**config.mk**
```make
export PLATFORM = sky130hd
export DESIGN_NAME = rsr_fmt
export DESIGN_NICKNAME = d
export VERILOG_FILES = /design/src/rtl/rsr_pkg.sv /design/src/rtl/rsr_fmt.sv
export SDC_FILE = /design/constraint.sdc
export NUM_CORES = 2
export LEC_CHECK = 0
export BUFFER_PORTS_ARGS = -buffer_cell sky130_fd_sc_hd__buf_2
export CAP_MARGIN = 20
export CORE_ASPECT_RATIO = 1.2
export CORE_MARGIN = 5
export CORE_UTILIZATION = 50
export DETAILED_ROUTE_END_ITERATION = 16
export PLACE_DENSITY = 0.65
export SYNTH_ARGS = -nofsm -noshare
export SYNTH_HDL_FRONTEND = slang
export SYNTH_SLANG_ARGS = --single-unit
```
**constraint.sdc**
```tcl
create_clock -name aclk -period 10.3 [get_ports aclk]
set_input_delay 0 -clock aclk [delete_from_list [all_inputs] [get_ports aclk]]
set_output_delay 0 -clock aclk [all_outputs]
set_load 0.05 [all_outputs]
```
**src/rtl/rsr_pkg.sv**
```systemverilog
// ----------------------------------------------------------------------------
// rsr_pkg
// Shared types and codes of the stereo resampler: item kinds, register
// indexes, output sample formats and the datapath stage strobes.
// ----------------------------------------------------------------------------
package rsr_pkg;

    // item kinds carried in s_tuser
    localparam logic [1:0] KIND_PUSH  = 2'd0;
    localparam logic [1:0] KIND_PULL  = 2'd1;
    localparam logic [1:0] KIND_CLEAR = 2'd2;

    // configuration register indexes
    localparam logic [1:0] REG_RATE_STEP  = 2'd0;
    localparam logic [1:0] REG_SAMPLE_FMT = 2'd1;
    localparam logic [1:0] REG_MAX_FRAMES = 2'd2;

    // output sample formats
    typedef logic [2:0] rsr_fmt_t;
    localparam rsr_fmt_t FMT_INT16 = 3'd0;
    localparam rsr_fmt_t FMT_INT24 = 3'd1;
    localparam rsr_fmt_t FMT_INT32 = 3'd2;
    localparam rsr_fmt_t FMT_LJ16  = 3'd3;
    localparam rsr_fmt_t FMT_LJ18  = 3'd4;
    localparam rsr_fmt_t FMT_LJ20  = 3'd5;
    localparam rsr_fmt_t FMT_LJ24  = 3'd6;

    // strobes that move one channel through the interpolation datapath
    typedef struct packed {
        logic mul_en;
        logic acc_en;
        logic scl_en;
        logic rnd_en;
    } rsr_stage_t;

endpackage

```
**src/rtl/rsr_fmt.sv**
```systemverilog
// ----------------------------------------------------------------------------
// rsr_fmt
// One channel of interpolation and packing: difference times fraction,
// accumulate onto the older sample, scale to the output range, round half
// away from zero and pack into the selected format.
// ----------------------------------------------------------------------------
module rsr_fmt
    import rsr_pkg::*;
#(
    parameter int FRAC_BITS = 30
) (
    input  logic                 aclk,
    input  rsr_stage_t           stage,
    input  rsr_fmt_t             fmt,
    input  logic signed [15:0]   s0,
    input  logic signed [15:0]   s1,
    input  logic [FRAC_BITS-1:0] frac,
    output logic [31:0]          word
);

    localparam int VW = FRAC_BITS + 18;
    localparam int XW = VW + 31;
    localparam int DS = FRAC_BITS + 15;

    logic signed [16:0]        diff;
    logic signed [FRAC_BITS:0] frac_s;
    logic signed [VW-1:0]      prod_next;
    logic signed [VW-1:0]      prod_reg;
    logic signed [15:0]        base_reg;
    logic signed [VW-1:0]      acc;
    logic [VW-1:0]             mag_next;
    logic [VW-1:0]             mag_reg;
    logic                      neg_reg;
    logic [4:0]                k;
    logic [XW-1:0]             x_next;
    logic [XW-1:0]             x_reg;
    logic [XW-1:0]             t;
    logic [31:0]               q;
    logic [31:0]               sv;
    logic [31:0]               word_next;
    logic [31:0]               word_reg;

    // slope times phase fraction
    assign diff      = {s1[15], s1} - {s0[15], s0};
    assign frac_s    = {1'b0, frac};
    assign prod_next = VW'(diff) * VW'(frac_s);

    // value on the source grid and its magnitude
    assign acc      = (VW'(base_reg) <<< FRAC_BITS) + prod_reg;
    assign mag_next = acc[VW-1] ? VW'(-acc) : VW'(acc);

    // full-scale exponent of the format
    always_comb begin
        case (fmt)
            FMT_INT16: k = 5'd15;
            FMT_INT24: k = 5'd23;
            FMT_INT32: k = 5'd31;
            FMT_LJ16:  k = 5'd15;
            FMT_LJ18:  k = 5'd17;
            FMT_LJ20:  k = 5'd19;
            FMT_LJ24:  k = 5'd23;
            default:   k = 5'd15;
        endcase
    end

    // magnitude times (2^k - 1)
    assign x_next = (XW'(mag_reg) << k) - XW'(mag_reg);

    // round half up on the magnitude, then restore the sign
    assign t  = x_reg + (XW'(1) << (DS - 1));
    assign q  = t[DS+31:DS];
    assign sv = neg_reg ? (32'd0 - q) : q;

    // packing
    always_comb begin
        case (fmt)
            FMT_INT16: word_next = {16'd0, sv[15:0]};
            FMT_INT24: word_next = {8'd0, sv[23:0]};
            FMT_INT32: word_next = sv;
            FMT_LJ16:  word_next = {sv[15:0], 16'd0};
            FMT_LJ18:  word_next = {sv[17:0], 14'd0};
            FMT_LJ20:  word_next = {sv[19:0], 12'd0};
            FMT_LJ24:  word_next = {sv[23:0], 8'd0};
            default:   word_next = 32'd0;
        endcase
    end

    // stage registers
    always_ff @(posedge aclk) begin
        if (stage.mul_en) begin
            prod_reg <= prod_next;
            base_reg <= s0;
        end
        if (stage.acc_en) begin
            mag_reg <= mag_next;
            neg_reg <= acc[VW-1];
        end
        if (stage.scl_en) begin
            x_reg <= x_next;
        end
        if (stage.rnd_en) begin
            word_reg <= word_next;
        end
    end

    assign word = word_reg;

endmodule

```
==> metrics.cfg <==
[final_layout]
layout.nets = 4403
final_common_cell = inv_1
final_cell_mix = 606 x inv_1, 453 x nand2_1, 421 x fa_1
multiInputGateArea_sq_um = 23800
areaGrowthSynthToFinish_pct = 6.62
ff_latch_area_sq_um = 5350
antenna_cells = 0
final_layout_size_suffix_gt1_frac = 0.0645
fill_cells = 5906

[yosys]
synth_top_cell_by_area = fa_1
synthSimpleGateAreaFrac = 0.170
ys_top_cells_by_area = fa_1 26%, edfxtp_1 17%, ha_1 9.3%, inv_1 7.1%, nand2_1 5.3%
synth-xor-area-share = 0.0543
ys.flop_type = edfxtp_1
yosysWarnings = 0
synth_compound_area_frac = 0.133
synth_edf_count = 178
syn-cell-area_sq_um = 31900
yosysSeqAreaShare = 0.167
yosys.area.top_type_share = 0.264
synth_area_per_cell_sq_um = 8.74
synth-async-reset-ratio = 0
synth.distinct_cells = 79
synth_top_family_by_area = adder cells
ys_ff_latch = 178
synthAdderAreaFrac = 0.357
synthMuxAreaShare = 0.0252
synthCells = 3654

[worst_hold_path]
hp-class = input pin to register

[floorplan]
die_h_um = 287
design.core.area_sq_um = 63300
io_pins = 102
dieArea_sq_um = 69000
rows = 101
die_w_um = 241
start_util = 0.504

[clock_tree]
cts-buffers-inserted = 17
clockBufferDepth = 2
ctsRootBufferMaster = clkbuf_16
clk_latency_ns = 0.48
path_clk_slew_ns = 0.07
cts_tree = yes
clock-sinks = 178
htreeDepth = 4
cts_resized = 0
cts_setup_buffers = 0

[timing]
slew_violations = 0
fmax_mhz = 105
final.min_clock_period_ns = 9.51
fin_skew_ns = 0.0160
setup_violations = 0
hold_viol_final = 0
finalSetupTns_ns = 0
slew_headroom = 0.241
worst_pin_slew_ns = 1.13
rsz0062_at_grt = no
period_share = 0.924

[grt]
grt_max_degree = 77
grt_pass1_wl_um = 138000
grt_pass1_vias = 26000
antenna_found_initial = 1
grt_overflow_total = 0
track_usage = 0.250

[detailed_routing]
totalWireLength_um = 85800
first_iter_violations = 1881
top_layer = met5
wl_per_cell_um = 19.0
antenna_left = 0
dr.pass1.iters = 6
vias = 25900
drc = 0
via_per_inst = 5.74
met1Wirelength_um = 34800
wl_met3_um = 4900
met2_length_um = 42500

[worst_setup_path]
max_stage_delay_ns = 0.54
cp_max_fo = 8
cp_slowest_cell = dlygate4sd3_1
crit_top_cell = fa_1
start_kind = input pin
end_kind = register
cp_data_arrival_time_ns = 9.74
worst_ep_required_time_ns = 10.52
crit_type = input pin to register

[placed_design]
io_buffers = 101
gp_congestion = 0.966
post-dp-hpwl_um = 69400

[job]
drv_cap = 0

[status]
status = complete, no violations

## critical path, delay by kind of cell
family	cells	cell delay [ns]
AOI/OAI and AO/OA	14	4.05
xor gates and xnor gates	1	0.08
adders and majority gates	9	4.17
buffers and inverters	5	0.93
and+or+nand+nor	3	0.50
## final cells by class
class	count	area share
tap	824	0.0303
clock buffer	17	0.0125
multi-input combinational	2704	0.698
timing repair buffer	164	0.0299
sequential	178	0.157
inverter	610	0.0673
clock inverter	15	0.00485
## timing repair
action | 4_1_cts | 5_1_grt
hold buffers | 16 | 0
endpoints found under the setup margin | 0 | 0
endpoints found under the hold margin | 16 | 0
## cell usage after synthesis, types with 74 or more instances
cell        n
a21oi_1   128
and2_1    139
clkbuf_1  155
edfxtp_1  178
fa_1      421
ha_1      237
inv_1     606
nand2_1   453
nor2_1    177
nor2b_1    74
o21ai_0   151
xnor2_1   137
## per-layer routing
metal | track usage | up-vias
li1 | - | 12100
met2 | 0.434 | 936
met1 | 0.319 | 12600
met3 | 0.0321 | 206
met4 | 0.0953 | 2
met5 | 0 | -
## kinds of logic after synthesis
| logic type | Yosys count |
|---|---|
| XOR/XNOR | 198 |
| buffers and inverters | 785 |
| multiplexers | 75 |
| AND/OR/NAND/NOR | 1117 |
| adder cells (fa/ha/maj) | 658 |
| flip-flops | 178 |
| other | 1 |
| AO/OA/AOI/OAI | 642 |
## path summary, 6_finish.rpt
path,startpoint,to,slack [ns],cells past startpoint
setup / recovery,s0[0],prod_reg[44],0.79,32
hold / removal,frac[0],prod_reg[0],0.09,2
setup reg to reg,x_reg[48],word[20],5.27,9
hold reg to reg,prod_reg[0],mag_reg[0],0.52,0
## stage by stage
step                      worst slack, ns  utilization  hold WS (ns)  std cells  area, sq um
final                               0.787        0.538        0.0897       4512        34000
after floorplan                      2.38            -        0.0989       3667        32000
after global routing                0.261        0.538        0.0748       4512        34000
after global placement               1.01        0.526         0.193       4463        33300
after detailed placement            0.880        0.526         0.195       4464        33300
after CTS                           0.841        0.538        0.0519       4512        34000
Power is left out: the tool's default activity adds up to more than one toggle a clock period on the data nets, which glitch-free logic cannot reach.
